$ cat config.mk
export PLATFORM = sky130hd
export DESIGN_NAME = document_mode_text_filter_unit
export DESIGN_NICKNAME = d
export VERILOG_FILES = /design/src/dmtf_pkg.sv /design/src/document_mode_text_filter_unit.sv
export SDC_FILE = /design/constraint.sdc
export NUM_CORES = 1
export LEC_CHECK = 0
export BUFFER_PORTS_ARGS = -buffer_cell sky130_fd_sc_hd__buf_2
export CORE_UTILIZATION = 40
export DETAILED_ROUTE_END_ITERATION = 7
export PLACE_DENSITY = 0.64
export SKIP_LAST_GASP = 1
export SLEW_MARGIN = 20
export SYNTH_ARGS = -nofsm -noshare
export SYNTH_HDL_FRONTEND = slang
export SYNTH_SLANG_ARGS = --single-unit
$ cat constraint.sdc
create_clock -name clock -period 2.05 [get_ports clock]
set_input_delay 0.205 -clock clock [delete_from_list [all_inputs] [get_ports clock]]
set_output_delay 0.205 -clock clock [all_outputs]
set_load 0.05 [all_outputs]
$ cat src/dmtf_pkg.sv
package dmtf_pkg;

   localparam int MaxLineDefault = 512;

   localparam int InByteWidth  = 8;
   localparam int OutByteWidth = 7;

   // ASCII codes the filter looks at, all on stripped (7-bit) bytes
   localparam logic [6:0] ChrSoftHyphen = 7'h1F;
   localparam logic [6:0] ChrHardSpace  = 7'h0F;
   localparam logic [6:0] ChrCr         = 7'h0D;
   localparam logic [6:0] ChrLf         = 7'h0A;
   localparam logic [6:0] ChrFf         = 7'h0C;
   localparam logic [6:0] ChrTab        = 7'h09;
   localparam logic [6:0] ChrDot        = 7'h2E;
   localparam logic [6:0] ChrDash       = 7'h2D;
   localparam logic [6:0] ChrSpace      = 7'h20;

   // raw (8-bit) codes seen inside a dot-command line
   localparam logic [7:0] RawLf     = 8'h0A;
   localparam logic [7:0] RawUpperP = 8'h50;
   localparam logic [7:0] RawUpperA = 8'h41;
   localparam logic [7:0] RawLowerP = 8'h70;
   localparam logic [7:0] RawLowerA = 8'h61;

endpackage

$ cat src/document_mode_text_filter_unit.sv
// Channel   Dir  tdata (low bit up)             tuser  tlast
// req_      in   [7:0] in_byte                  -      -
// rsp_      out  [6:0] out_byte, [7] zero pad   -      -
//
// One byte per cycle while rsp_ is not stalled: a beat accepted at one edge is
// decoded in a single pass against the line flags and its result (if any) sits
// in the output register from the next cycle on.
// req_tready is high while the output register is empty or being taken, so a
// stalled rsp_ side stops intake once the output register holds a byte; no beat is lost or repeated.
// Beats that give no output (CR, dropped control bytes, dot-line bytes but
// a page line's closing FF) update only the flags and empty the output register.
// reset (synchronous, active high) returns to start of line, outside any
// dot-command line, with the output register empty.
module document_mode_text_filter_unit
   import dmtf_pkg::*;
#(
   parameter int MAX_LINE = MaxLineDefault
) (
   input  logic       clock,
   input  logic       reset,
   input  logic       req_tvalid,
   output logic       req_tready,
   input  logic [7:0] req_tdata,   // [7:0] in_byte
   output logic       rsp_tvalid,
   input  logic       rsp_tready,
   output logic [7:0] rsp_tdata    // [6:0] out_byte, [7] zero
);

   localparam int LEN_W = $clog2(MAX_LINE);
   localparam logic [LEN_W-1:0] LEN_ONE = LEN_W'(1);
   localparam logic [LEN_W-1:0] LEN_TWO = LEN_W'(2);
   localparam logic [LEN_W-1:0] LEN_END = LEN_W'(MAX_LINE - 1);

   // line-tracking state
   logic             at_line_start_ff, at_line_start_in;
   logic             in_dot_ff, in_dot_in;
   logic [LEN_W-1:0] dot_len_ff, dot_len_in;
   logic [7:0]       dot_first_ff, dot_first_in;
   logic             dot_hit_ff, dot_hit_in;

   // output register
   logic             rsp_valid_ff, rsp_valid_in;
   logic [6:0]       rsp_data_ff, rsp_data_in;

   logic             accept;
   logic             emit;
   logic [6:0]       emit_byte;
   logic [7:0]       raw;
   logic [6:0]       chr;
   logic [LEN_W-1:0] len_next;
   logic             hit_next;
   logic             dot_end;

   assign req_tready = !rsp_valid_ff || rsp_tready;
   assign accept     = req_tvalid && req_tready;
   assign raw        = req_tdata;
   assign chr        = raw[6:0];

   // dot-command line bookkeeping
   assign len_next = dot_len_ff + LEN_ONE;
   assign hit_next = (len_next == LEN_TWO)
                   ? ((dot_first_ff == RawUpperP && raw == RawUpperA) ||
                      (dot_first_ff == RawLowerP && raw == RawLowerA))
                   : dot_hit_ff;
   assign dot_end  = (raw == RawLf) || (len_next >= LEN_END);

   always_comb begin
      at_line_start_in = at_line_start_ff;
      in_dot_in        = in_dot_ff;
      dot_len_in       = dot_len_ff;
      dot_first_in     = dot_first_ff;
      dot_hit_in       = dot_hit_ff;
      emit             = 1'b0;
      emit_byte        = chr;

      if (in_dot_ff) begin
         // raw bytes, swallowed until LF or the length limit
         if (dot_end) begin
            in_dot_in        = 1'b0;
            dot_len_in       = '0;
            dot_first_in     = '0;
            dot_hit_in       = 1'b0;
            at_line_start_in = 1'b1;
            emit             = hit_next;
            emit_byte        = ChrFf;
         end else begin
            dot_len_in = len_next;
            dot_hit_in = hit_next;
            if (len_next == LEN_ONE) begin
               dot_first_in = raw;
            end
         end
      end else if (at_line_start_ff && chr == ChrDot) begin
         in_dot_in    = 1'b1;
         dot_len_in   = '0;
         dot_first_in = '0;
         dot_hit_in   = 1'b0;
      end else if (at_line_start_ff && chr == ChrLf) begin
         // LF at line start keeps line start
         emit = 1'b1;
      end else begin
         at_line_start_in = 1'b0;
         if (chr < ChrSpace) begin
            unique case (chr)
               ChrSoftHyphen: begin
                  emit      = 1'b1;
                  emit_byte = ChrDash;
               end
               ChrHardSpace: begin
                  emit      = 1'b1;
                  emit_byte = ChrSpace;
               end
               ChrLf, ChrFf, ChrTab: begin
                  emit = 1'b1;
               end
               ChrCr: begin
                  at_line_start_in = 1'b1;
               end
               default: begin
                  emit = 1'b0;
               end
            endcase
         end else begin
            emit = 1'b1;
         end
      end
   end

   always_comb begin
      rsp_valid_in = rsp_valid_ff;
      rsp_data_in  = rsp_data_ff;
      if (accept) begin
         rsp_valid_in = emit;
         rsp_data_in  = emit_byte;
      end else if (rsp_tready) begin
         rsp_valid_in = 1'b0;
      end
   end

   always_ff @(posedge clock) begin
      if (reset) begin
         at_line_start_ff <= 1'b1;
         in_dot_ff        <= 1'b0;
         dot_len_ff       <= '0;
         dot_first_ff     <= '0;
         dot_hit_ff       <= 1'b0;
         rsp_valid_ff     <= 1'b0;
      end else begin
         rsp_valid_ff <= rsp_valid_in;
         if (accept) begin
            at_line_start_ff <= at_line_start_in;
            in_dot_ff        <= in_dot_in;
            dot_len_ff       <= dot_len_in;
            dot_first_ff     <= dot_first_in;
            dot_hit_ff       <= dot_hit_in;
         end
      end
   end

   always_ff @(posedge clock) begin
      rsp_data_ff <= rsp_data_in;
   end

   assign rsp_tvalid = rsp_valid_ff;
   assign rsp_tdata  = {1'b0, rsp_data_ff};

`ifndef SYNTHESIS
   a_len_idle: assert property (@(posedge clock) disable iff (reset)
      !in_dot_ff |-> (dot_len_ff == '0 && !dot_hit_ff))
      else $error("dot line counters not cleared outside a dot line");

   a_len_bound: assert property (@(posedge clock) disable iff (reset)
      dot_len_ff < LEN_END)
      else $error("dot line length passed its limit");

   a_hit_len: assert property (@(posedge clock) disable iff (reset)
      dot_hit_ff |-> dot_len_ff >= LEN_TWO)
      else $error("page hit flagged before two bytes");

   a_dot_out: assert property (@(posedge clock) disable iff (reset)
      (accept && in_dot_ff) |=> (!rsp_valid_ff || rsp_data_ff == ChrFf))
      else $error("dot line beat gave a byte other than FF");
`endif

endmodule
==> results_dict.tcl, run 1 <==
set metrics [dict create \
    row_count 23 \
    ctsLongestPathBuffers 2 \
    synth_edf_count 7 \
    tritoncts "done" \
    cp_max_fo 7 \
    globalRouteOverflowTotal 0 \
    dieWidth_um 66.4 \
    dr.pass1.iters 8 \
    power_leakage_nw 0.816 \
    ys_ff_latch 28 \
    grt_max_degree 16 \
    area_growth_pct 23.4 \
    fp.coreArea_sq_mm 0.00400 \
    yosysWarnings 0 \
    synth_top_area_cell "dfxtp_1" \
    report.final.slew_viol_count 0 \
    drtIter0Drc 148 \
    grt_pass1_vias 1353 \
    antennaDiodeCount 0 \
    yosysSeqAreaShare_pct 38.0 \
    routabilityCongestion 0.931 \
    fmax_mhz 498 \
    fin_util_pct 51.2 \
    antenna_found_initial 0 \
    place_hpwl_um 2930 \
    fin_tns_setup_ns 0 \
    drc 2 \
    grt_use_total_pct 19.1 \
    final_hold_viol_count 0 \
    ys.flop_type "dfxtp_1" \
    p_per_area_mw_per_mm2 499 \
    cap_violations 0 \
    synth_top_area_share_pct 25.3 \
    cts_buffers 3 \
    avgRoutedWirePerCell_um 14.5 \
    fin_crit_sh_pct 97.9 \
    multiInputGateArea_sq_mm 0.00101 \
    initial_core_util_pct 41.5 \
    syn-cell-area_sq_mm 0.00166 \
    synthCells 175 \
    path_clk_slew_ns 0.09 \
    ctsHoldBuffers 0 \
    dieArea_sq_mm 0.00441 \
    pre_cts_ws_ns -0.0575 \
    fin_nets 230 \
    worstPathArrival_ns 2.18 \
    vias 1477 \
    grt_pass1_wl_um 6250 \
    endpoint_kind "register" \
    hp-class "in2reg" \
    cts_root_buf "clkbuf_8" \
    clock_sink_count 28 \
    die_y_um 66.4 \
    startpoint_type "register" \
    layout-drive-gt1-share_pct 36.2 \
    synth.area.top_cells "dfxtp_1, edfxtp_1, a22o_1" \
    viasPerCell 5.62 \
    crit_type "reg2reg" \
    worst_slack_ns 0.0425 \
    h-tree-depth 1 \
    hold_slack_ns 0.190 \
    async_flop_share_pct 0 \
    violations "design-rule violations" \
    min_period_ns 2.01 \
    ant_nets 0 \
    final_cell_mix "buf_4, buf_2, dfxtp_1" \
    setup_violations 0 \
    yosys.cell_types.count 63 \
    rsz0062_at_grt "true" \
    outcome "complete, but fails checks" \
    postSynthAreaPerCell_sq_um 9.49 \
    vdd_drop_max_uv 268 \
    final_common_cell "buf_4" \
    syn_nets 191 \
    fill_cells 365 \
    clk_latency_ns 0.27 \
    layout.area.seq_sq_um 641 \
    cp.required_ns 2.22 \
    fin_skew_ns 0.00456 \
    cts_setup_buffers 0 \
    power_w 0.00102 \
    ios 22 \
    portBuffers 20 \
    routed_wl_um 3810 \
]
[final timing paths]
path	startpoint	depth (start not counted)	endpoint	slack [ns]
setup reg to reg	dot_len_ff[1]	7	dot_len_ff[6]	0.04
setup / recovery	dot_len_ff[1]	7	dot_len_ff[6]	0.04
hold reg to reg	dot_first_ff[2]	1	dot_first_ff[2]	0.48
hold / removal	reset	2	dot_len_ff[1]	0.19
[critical path, cell delays in order (launching register included)]
cell and delay [ns]:
dfxtp_4 0.38, ha_4 0.16, nand3_1 0.11, or3_4 0.35
a211o_4 0.38, nand3_4 0.14, nor2_4 0.06, a221o_1 0.31
[report_power, final]
group / internal, W / total, W / switching, W
Combinational: 0.0000420 / 0.000138 / 0.0000959
Sequential: 0.000576 / 0.000580 / 0.00000404
Clock: 0.000139 / 0.000304 / 0.000165
[layout make-up]
| cell class | instances | share of cell area [%] |
|---|---|---|
| Sequential cell | 28 | 31.3 |
| Multi-Input combinational cell | 134 | 49.5 |
| Tap cell | 50 | 3.05 |
| Clock buffer | 4 | 2.20 |
| Timing Repair Buffer | 42 | 12.9 |
| Inverter | 5 | 1.04 |
[layer usage]
metal	global-route usage, %	part of all wire, %	vias to the layer above	wire length [um]
met4	10.1	3.0	0	116
met3	2.76	3.5	11	132
met5	0	0	-	0
met2	31.4	49	37	1870
li1	-	-	732	-
met1	23.8	44	697	1700
[Yosys cell counts (2+ instances only)]
| master | count |
|---|---|
| dfxtp_1 | 21 |
| nand2_1 | 13 |
| nor2_1 | 13 |
| a22o_1 | 8 |
| nand3_1 | 8 |
| a21oi_1 | 7 |
| edfxtp_1 | 7 |
| nand4_1 | 6 |
| o21ai_0 | 6 |
| inv_1 | 5 |
| and2_1 | 4 |
| ha_1 | 4 |
| nor3_1 | 4 |
| and2b_1 | 3 |
| xnor2_1 | 3 |
| xor2_1 | 3 |
| a211o_1 | 2 |
| a22o_2 | 2 |
| and2b_2 | 2 |
| and3_2 | 2 |
| and4_1 | 2 |
| buf_4 | 2 |
| clkbuf_1 | 2 |
| nand2_2 | 2 |
| nor3b_1 | 2 |
| nor4b_1 | 2 |
| o32ai_1 | 2 |
| or2b_2 | 2 |
| or3_1 | 2 |
[kinds of logic (layout without fill, tap and decap cells)]
group,after synthesis,count (layout),share of synthesized area (%)
other,1,1,0.226
buffers and inverters,13,51,4.37
xor gates and xnor gates,6,6,3.17
adders and majority gates,4,4,3.01
and+or+nand+nor,79,79,30.0
DFF,28,28,38.0
muxes,1,1,0.678
AOI/OAI and AO/OA,43,43,20.6
[repair_timing]
item | CTS | global route
pin swaps | 0 | 5
setup endpoints to repair | 15 | 21
resized for setup | 3 | 8
[through the flow]
stage | cells | cell area, sq um
final | 263 | 2050
after global routing | 263 | 2050
after CTS | 263 | 2010
after detailed placement | 259 | 1960
after global placement | 259 | 1960
after floorplan | 175 | 1680
[flip-flops by register name (all words and copies together), names as in the netlist]
name and count:
dot_hit_ff 1, at_line_start_ff 1, rsp_tvalid 1, dot_len_ff 9, in_dot_ff 1, dot_first_ff 8, rsp_data_ff 7
Power figures use the tool's default switching activity.
==> run 2: changes to the inputs <==
Settings changed: CORE_MARGIN from default to 2, SLEW_MARGIN 20 to 5.
==> results_dict.tcl, run 2 (synthesized netlist as in run 1, its figures left out) <==
set metrics [dict create \
    h-tree-depth 1 \
    avgRoutedWirePerCell_um 15.7 \
    cap_violations 0 \
    r2r_cells 7 \
    largest_reg_flops 9 \
    dr_wl_met2_um 2020 \
    initial_core_util_pct 41.5 \
    whs_endpoint "dot_len_ff[1]" \
    path_clk_slew_ns 0.10 \
    ant_nets 0 \
    met1_length_um 1740 \
    die_y_um 68.4 \
    clock_sink_count 28 \
    globalRouteOverflowTotal 0 \
    vdd_drop_max_uv 331 \
    largest_registers "dot_len_ff: 9 flops, dot_first_ff: 8 flops, rsp_data_ff: 7 flops" \
    viasPerCell 5.68 \
    highest_layer "met4" \
    reg2reg_to "rsp_tvalid" \
    drtIter0Drc 68 \
    fmax_mhz 493 \
    top_register "dot_len_ff" \
    cpMaxStageDelayCell "dfxtp_1" \
    antennaDiodeCount 0 \
    fin_nets 228 \
    rsz0062_at_grt "true" \
    layout-drive-gt1-share_pct 38.4 \
    routabilityCongestion 0.927 \
    routed_wl_um 4100 \
    cp_max_fo 4 \
    power_leakage_nw 0.830 \
    clk_latency_ns 0.28 \
    p_per_area_mw_per_mm2 551 \
    hp-class "in2reg" \
    dieArea_sq_mm 0.00468 \
    ctsLongestPathBuffers 2 \
    fin_skew_ns 0.00321 \
    cp.required_ns 2.23 \
    drc 0 \
    cts_buffers 3 \
    final_hold_viol_count 0 \
    dr.pass1.iters 4 \
    antenna_found_initial 0 \
    place_hpwl_um 2970 \
    min_period_ns 2.03 \
    cp_cell_sequence "nand4_1 > buf_4 > o31ai_2 > buf_4 > nand4_1 > mux2_2 > a41o_1" \
    grt_max_degree 17 \
    setup_violations 0 \
    ctsHoldBuffers 0 \
    final_cell_mix "buf_2, buf_4, dfxtp_1" \
    grt_use_total_pct 18.5 \
    report.final.slew_viol_count 0 \
    startpoint_type "register" \
    crit_type "reg2reg" \
    min_from "reset" \
    path_buf_inv 2 \
    cpPeakStageDelay_ns 0.36 \
    worstPathArrival_ns 2.21 \
    hold_slack_ns 0.193 \
    tritoncts "done" \
    area_growth_pct 26.7 \
    r2r-start "dot_len_ff[3]" \
    dieWidth_um 68.4 \
    grt_pass1_wl_um 6550 \
    routed-wl-met3_um 162 \
    grt_pass1_vias 1470 \
    fill_cells 350 \
    rrSetupSlack_ns 0.02 \
    fin_crit_sh_pct 99.0 \
    ios 22 \
    fin_tns_setup_ns 0 \
    cts_root_buf "clkbuf_8" \
    row_count 23 \
    vias 1483 \
    outcome "finished, final reports clean" \
    fp.coreArea_sq_mm 0.00400 \
    fin_util_pct 52.6 \
    endpoint_kind "register" \
    portBuffers 20 \
    cpLargestDelayFamily "compound AO/OA/AOI/OAI gates" \
    hold_path_depth 2 \
]
[run 2: cell type report]
| type | instances | area (sq um) | area share, % |
|---|---|---|---|
| inverters | 5 | 21.3 | 1.01 |
| clock inverters | 1 | 30.0 | 1.43 |
| clock buffers | 3 | 41.3 | 1.96 |
| repair buffers | 40 | 250 | 11.9 |
| well taps | 50 | 62.6 | 2.97 |
| multi-input cells | 134 | 1060 | 50.3 |
| flip-flops and latches | 28 | 641 | 30.5 |
[run 2: per-stage QoR]
step	area [sq um]	power (W)	instances	worst slack (ns)
after floorplan	1680	0.000689	175	0.00719
after detailed placement	1930	0.000732	256	-0.0488
final	2100	0.00116	261	0.0199
after CTS	2040	0.00117	261	0.00347
after global placement	1930	0.000731	256	0.0116
after global routing	2100	0.00121	261	-0.0343
[run 2: worst max path at each step]
stage                             start        endpoint  slack (ns)  cells past startpoint
after floorplan           dot_len_ff[1]  rsp_data_ff[0]       0.007                      7
after global placement     req_tdata[4]   dot_len_ff[6]        0.01                      6
after detailed placement  dot_len_ff[1]      rsp_tvalid       -0.05                      7
after CTS                 dot_len_ff[0]  rsp_data_ff[0]       0.003                      7
after global routing      dot_len_ff[0]  rsp_data_ff[0]       -0.03                      7
final                     dot_len_ff[3]      rsp_tvalid        0.02                      7
[run 2: timing repair]
action | 4_1_cts | 5_1_grt
endpoints found under the hold margin | 0 | 0
resized for setup | 5 | 15
setup buffers | 1 | 0
endpoints found under the setup margin | 16 | 22
pin swaps | 1 | 11
[run 2: layer usage]
metal	vias up	global-route usage, %
li1	733	-
met1	701	23.0
met2	35	29.9
met3	14	4.44
met4	0	8.75
met5	-	0
[run 2: power breakdown]
| part | leakage (nW) | internal [W] | switching, W |
|---|---|---|---|
| clock network | 0.0357 | 0.000262 | 0.000177 |
| logic | 0.555 | 0.0000428 | 0.0000971 |
| registers | 0.240 | 0.000576 | 0.00000416 |
| total | 0.830 | 0.000881 | 0.000278 |
==> run 3: changes to the inputs <==
Settings changed: PLACE_DENSITY 0.64 to default, PLACE_DENSITY_LB_ADDON from default to 0.12.
==> results_dict.tcl, run 3 (synthesized netlist as in run 1, its figures left out) <==
set metrics [dict create \
    grt_pass1_vias 1352 \
    fin_crit_sh_pct 98.1 \
    routabilityCongestion 0.838 \
    power_leakage_nw 0.847 \
    cp_cell_sequence "ha_4 > buf_4 > xnor2_1 > nand2_1 > o31ai_4 > nand4_1 > mux2_2 > a41o_1" \
    ctsLongestPathBuffers 2 \
    drtIter0Drc 93 \
    worstPathArrival_ns 2.19 \
    clk_latency_ns 0.28 \
    vdd_drop_max_uv 267 \
    rsz0062_at_grt "true" \
    fill_cells 381 \
    multiInputGateArea_sq_mm 0.00104 \
    crit_type "reg2reg" \
    clock_sink_count 28 \
    startpoint_type "register" \
    p_per_area_mw_per_mm2 550 \
    layout.area.seq_sq_um 641 \
    largest_reg_flops 9 \
    layout.cells.non_filler 265 \
    dr.pass1.iters 4 \
    ios 22 \
    cpPeakStageDelay_ns 0.38 \
    r2r-start "dot_len_ff[1]" \
    tritoncts "done" \
    fin_nets 232 \
    dieWidth_um 68.4 \
    fmax_mhz 497 \
    hp-class "in2reg" \
    min_period_ns 2.01 \
    report.final.slew_viol_count 0 \
    grt_max_degree 17 \
    endpoint_kind "register" \
    vias 1466 \
    antenna_found_initial 0 \
    cap_violations 0 \
    place_hpwl_um 3080 \
    dp.cells 258 \
    h-tree-depth 1 \
    reg2reg_to "rsp_tvalid" \
    path_clk_slew_ns 0.10 \
    top_register "dot_len_ff" \
    grt_use_total_pct 18.7 \
    endpoint "rsp_tvalid" \
    routed_wl_um 4190 \
    cts_root_buf "clkbuf_8" \
    ant_nets 0 \
    final_hold_viol_count 0 \
    avgRoutedWirePerCell_um 15.8 \
    cpMaxStageDelayCell "dfxtp_4" \
    area_growth_pct 27.6 \
    die_y_um 68.4 \
    cts_buffers 3 \
    rrSetupSlack_ns 0.04 \
    cp_max_fo 4 \
    fin_util_pct 53.0 \
    portBuffers 20 \
    dieArea_sq_mm 0.00468 \
    fin_skew_ns 0.00392 \
    grt_pass1_wl_um 6440 \
    cp.required_ns 2.22 \
    r2r_cells 8 \
    ctsHoldBuffers 0 \
    outcome "finished, final reports clean" \
    final_cell_mix "buf_4, buf_2, dfxtp_1" \
    largest_registers "dot_len_ff: 9 flops, dot_first_ff: 8 flops, rsp_data_ff: 7 flops" \
    viasPerCell 5.53 \
    layout-drive-gt1-share_pct 39.1 \
    final_common_cell "buf_4" \
    cp-startpoint "dot_len_ff[1]" \
    setup_violations 0 \
    drc 0 \
    fp.coreArea_sq_mm 0.00400 \
    antennaDiodeCount 0 \
    initial_core_util_pct 41.5 \
    row_count 23 \
    globalRouteOverflowTotal 0 \
]
[run 3: worst max-delay path: cells and delay by family, from the launching register on]
kind            cells  cell delay, ns
flops               1            0.38
buf+inv             1            0.14
xor+xnor            1            0.14
fa+ha+maj           1            0.18
mux                 1            0.33
compound gates      2            0.47
simple gates        2            0.27
[run 3: cell type report]
| cell class | count | share of cell area (%) |
|---|---|---|
| flip-flops and latches | 28 | 30.2 |
| multi-input cells | 134 | 49.2 |
| repair buffers | 44 | 13.2 |
| inverters | 5 | 1.00 |
| clock inverters | 1 | 1.42 |
| well taps | 50 | 2.95 |
| clock buffers | 3 | 1.95 |
[run 3: stage by stage]
step                      hold WS, ns  power (W)  TNS, ns  setup WS (ns)  area (sq um)
after floorplan                 0.330   0.000689        0        0.00719          1680
after global placement          0.460   0.000732  -0.0372        -0.0269          1950
after detailed placement        0.465   0.000733   -0.293        -0.0500          1950
after CTS                       0.175    0.00118        0       0.000431          2040
after global routing            0.186    0.00120   -0.111        -0.0517          2120
final                           0.187    0.00116        0         0.0390          2120
[run 3: how the worst min path moves through the flow]
stage	startpoint	end	slack, ns	cells past startpoint
detailed placement	dot_hit_ff	dot_hit_ff	0.46	1
finish	reset	dot_len_ff[8]	0.19	2
global placement	dot_hit_ff	dot_hit_ff	0.46	1
global route	req_tdata[7]	dot_first_ff[7]	0.19	2
CTS	reset	dot_len_ff[1]	0.18	2
floorplan	req_tdata[0]	dot_first_ff[0]	0.33	1
[run 3: timing repair]
action                                  4_1_cts  5_1_grt
endpoints found under the setup margin       12       17
pin swaps                                     1        9
resized for setup                             5       13
hold endpoints to repair                      0        0
buffers inserted                              1        2
[run 3: report_power, final]
group / total (W) / switching, W / internal, W
Clock: 0.000446 / 0.000184 / 0.000262
Sequential: 0.000580 / 0.00000411 / 0.000576
Combinational: 0.000139 / 0.0000973 / 0.0000416
Total: 0.00116 / 0.000285 / 0.000880
[run 3: per-layer routing]
| metal | track usage [%] | wire length, um |
|---|---|---|
| met5 | 0 | 0 |
| met4 | 6.00 | 32 |
| met3 | 2.63 | 113 |
| met2 | 29.2 | 1980 |
| met1 | 26.3 | 2060 |
